### config.mk
export PLATFORM = sky130hd
export DESIGN_NAME = osta_ctrl
export DESIGN_NICKNAME = d
export VERILOG_FILES = /design/src/hw/rtl/osta_pkg.sv /design/src/hw/rtl/osta_ctrl.sv
export SDC_FILE = /design/constraint.sdc
export NUM_CORES = 1
export LEC_CHECK = 0
export BUFFER_PORTS_ARGS = -buffer_cell sky130_fd_sc_hd__buf_2
export CAP_MARGIN = 5
export CORE_AREA = 2 2 39 41
export CTS_BUF_LIST = sky130_fd_sc_hd__clkbuf_8
export DETAILED_ROUTE_END_ITERATION = 8
export DIE_AREA = 0 0 41 43
export PLACE_DENSITY = 0.45
export SLEW_MARGIN = 20
export SYNTH_ARGS = -nofsm -noshare
export SYNTH_HDL_FRONTEND = slang
export SYNTH_SLANG_ARGS = --single-unit
### constraint.sdc
create_clock -name i_clk -period 1.35 [get_ports i_clk]
set_input_delay 0.135 -clock i_clk [delete_from_list [all_inputs] [get_ports i_clk]]
set_output_delay 0.135 -clock i_clk [all_outputs]
set_load 0.01 [all_outputs]
### src/hw/rtl/osta_pkg.sv
// ----------------------------------------------------------------------------
// osta_pkg
// Shared types and constants for the owner slot table allocator.
// ----------------------------------------------------------------------------
package osta_pkg;

    localparam int OWNER_IN_W = 64;
    localparam int SLOT_IDX_W = 9;

    localparam logic [SLOT_IDX_W-1:0] NO_SLOT = {SLOT_IDX_W{1'b1}};

    // request kinds
    localparam logic CMD_FIND    = 1'b0;
    localparam logic CMD_RELEASE = 1'b1;

    // request region bit patterns (signed 2-bit field)
    localparam logic [1:0] REQ_OVERWORLD = 2'b00;
    localparam logic [1:0] REQ_END       = 2'b01;
    localparam logic [1:0] REQ_INVALID   = 2'b10;
    localparam logic [1:0] REQ_NETHER    = 2'b11;

    // stored region codes
    localparam logic [1:0] RGN_OVERWORLD = 2'd0;
    localparam logic [1:0] RGN_NETHER    = 2'd1;
    localparam logic [1:0] RGN_END       = 2'd2;
    localparam logic [1:0] RGN_ALIAS_OW  = 2'd3;

    typedef struct packed {
        logic clr;
        logic load;
        logic scan;
        logic fin;
    } t_ctrl_cmd;

    typedef struct packed {
        logic reject;
        logic clr_last;
        logic scan_end;
    } t_dp_status;

endpackage

### src/hw/rtl/osta_ctrl.sv
// ----------------------------------------------------------------------------
// osta_ctrl
// Sequencer: clear sweep after reset, request load, table scan, finish.
// ----------------------------------------------------------------------------
module osta_ctrl (
    input  logic                 i_clk,
    input  logic                 i_rst_n,
    input  logic                 start,
    input  osta_pkg::t_dp_status i_status,
    output osta_pkg::t_ctrl_cmd  o_cmd,
    output logic                 busy
);

    localparam logic [1:0] ST_CLEAR = 2'd0;
    localparam logic [1:0] ST_IDLE  = 2'd1;
    localparam logic [1:0] ST_SCAN  = 2'd2;
    localparam logic [1:0] ST_FIN   = 2'd3;

    logic [1:0] r_state;
    logic [1:0] n_state;

    always_ff @(posedge i_clk) begin
        if (!i_rst_n) begin
            r_state <= ST_CLEAR;
        end else begin
            r_state <= n_state;
        end
    end

    always_comb begin
        n_state = r_state;
        o_cmd   = '0;
        case (r_state)
            ST_CLEAR: begin
                o_cmd.clr = 1'b1;
                if (i_status.clr_last) begin
                    n_state = ST_IDLE;
                end
            end
            ST_IDLE: begin
                if (start) begin
                    o_cmd.load = 1'b1;
                    n_state    = i_status.reject ? ST_FIN : ST_SCAN;
                end
            end
            ST_SCAN: begin
                o_cmd.scan = 1'b1;
                if (i_status.scan_end) begin
                    n_state = ST_FIN;
                end
            end
            ST_FIN: begin
                o_cmd.fin = 1'b1;
                n_state   = ST_IDLE;
            end
            default: begin
                n_state = ST_CLEAR;
            end
        endcase
    end

    assign busy = (r_state != ST_IDLE);

endmodule

==> results.toml <==
[run_status]
status = "complete, no violations"

[logic_synthesis]
synthArstFlopShare_pct = 0
synth_top_area_cell = "ha_1"
ys_seq_area_share_pct = 21.3
synth_top_area_share_pct = 33.3
synth_fp_nets = 34
syn_avg_cell_area_um2 = 8.16
synthCells = 23
synth_edf_count = 0
syn-cell-area_um2 = 188
synth-warning-count = 0
post-synth-top-count-cell = "inv_1"
ys_types = 10
synth-seq-cells = 2
synth_area_leaders = "ha_1, dfxtp_1, inv_1"
ys.flop_type = "dfxtp_1"
synth_common_cells = "inv_1, ha_1, nand2_1"

[job]
drv_cap = 0

[detailed_routing]
routed_wl_um = 470
ant_nets = 0
vias = 203
dr.pass1.iters = 4
drc = 0
vias_per_cell = 3.63
wire_per_inst_um = 8.39
drt-initial-drc-count = 3

[setup_path]
slowest_delay_ns = 0.35
worstSetupStartpointType = "flop"
cp_data_required_time_ns = 1.47
cp_cell_sequence = "inv_4 -> ha_4 -> a222oi_1 -> buf_4 -> mux2i_1"
end_kind = "flop"
regToRegSetupSlack_ns = 0.03
path_class = "flop to flop"
slowest_stage = "dfxtp_4"
path_max_fanout = 3
arrival_ns = 1.44

[timing]
max_freq_mhz = 759
hold_viol = 0
tightest_slew_ns = 0.285
finalWorstSetupSlack_ns = 0.0323
relSlewSlack_pct = 81.0
slew_viol_final = 0
fin_crit_ns = 1.32
period_share_pct = 97.6
whs_ns = 0.205
fin_skew_ns = 0.00295
rsz0062_at_grt = "yes"
setup_viol = 0

[global_routing]
grt_pass1_vias = 171
grt_busiest_layer = "met2"
globalRouteMet1Util_pct = 4.47
grt_max_degree = 5
antenna_found_initial = 0
track_usage_pct = 5.51
grt_pass1_wl_um = 600
use_met3_pct = 6.28
grt-ovfl-total = 0
grt_util_met2_pct = 8.13

[pwr]
leakage_uw = 0.000191
ir_drop_uv = 610
p_per_area_nw_per_um2 = 2310

[min_path]
min_path_type = "primary input to flop"

[placement]
gp_congestion = 0.640
port_buffers = 10
place_ws_ns = -0.0171

[cells_and_area]
top_regs = "r_state: 2 flops"
largest_register_ffs = 2
syn_to_final_growth_pct = 96.7
antenna_cells = 0
fin_util_pct = 26.7
fin_nets = 53
largest-register = "r_state"
drive_above_1_share_pct = 60.0

[cts]
clkTransAtPathRegs_ns = 0.03
cts.sinks = 2
cts_buffers = 3
clock_path_buffers = 2
clockRootBuffer = "clkbuf_8"
clk_latency_ns = 0.21
htree_levels = 1
cts_hold_buf = 0
cts_tree = "built"

[floorplanning]
start_util_pct = 13.6
pin_count = 11
rows = 14
die_w_um = 41
coreArea_um2 = 1380
die_area_um2 = 1760
dieHeight_um = 43
[cells in the final DEF, fill, tap and decap left out]
master and instances:
a222oi_1 1, and2_1 1, buf_2 10, buf_4 4, clkbuf_8 3, dfxtp_4 2, ha_1 2, ha_2 1
ha_4 2, inv_1 4, inv_4 2, mux2i_1 2, nand2_1 3, nand2b_1 1, nor2_1 1, o21ai_0 1
[metrics by stage]
| step | power [uW] | cell area, um^2 | cells | TNS, ns |
|---|---|---|---|---|
| floorplan | 357 | 191 | 23 | 0 |
| global placement | 515 | 284 | 52 | -0.0370 |
| detailed placement | 517 | 284 | 52 | -0.0305 |
| CTS | 763 | 329 | 55 | 0 |
| global route | 935 | 369 | 56 | -0.0568 |
| finish | 851 | 369 | 56 | 0 |
[critical path: cells and delay by family (launching register included)]
family | cells | cell delay [ns]
adder cells (fa/ha/maj) | 1 | 0.15
AO/OA/AOI/OAI | 1 | 0.31
buffers and inverters | 2 | 0.24
flip-flops | 1 | 0.35
multiplexers | 1 | 0.18
[metal layers]
metal,vias up,part of all wire [%]
met5,-,0
met4,0,0
met2,10,51
met1,87,34
met3,0,14
li1,106,-
[worst paths after layout]
check                            endpoint                     from  cells after the start
setup / recovery  r_state[1]$_SDFFE_PN0P_  r_state[1]$_SDFFE_PN0P_                      5
hold / removal    r_state[0]$_SDFFE_PN0P_                  i_rst_n                      3
setup reg to reg  r_state[1]$_SDFFE_PN0P_  r_state[1]$_SDFFE_PN0P_                      5
hold reg to reg   r_state[0]$_SDFFE_PN0P_  r_state[0]$_SDFFE_PN0P_                      2
[logic make-up (layout without fill, tap and decap cells)]
logic type | count (synthesis) | count (layout) | synth area share, %
AO/OA/AOI/OAI | 2 | 2 | 8.00
adder cells (fa/ha/maj) | 5 | 5 | 33.3
buffers and inverters | 6 | 23 | 12.0
flip-flops | 2 | 2 | 21.3
multiplexers | 2 | 2 | 10.7
AND/OR/NAND/NOR | 6 | 6 | 14.7
[area by class of cell]
cell class | instances | area [um^2]
clock buffers | 3 | 41.3
repair buffers | 14 | 80.1
fillers | 167 | 1010
multi-input cells | 15 | 153
flip-flops and latches | 2 | 47.5
well taps | 16 | 20.0
inverters | 6 | 27.5
[timing repair]
item / in CTS / in global routing
buffers inserted: 0 / 1
cloned: 0 / 0
pin swaps: 1 / 1
endpoints found under the setup margin: 2 / 2
resized for setup: 2 / 9
[power breakdown]
| part | internal (uW) | switching, uW |
|---|---|---|
| clock | 188 | 40.9 |
| sequential | 107 | 46.0 |
| combinational | 256 | 214 |
| total | 550 | 301 |
Power figures use the tool's default switching activity.
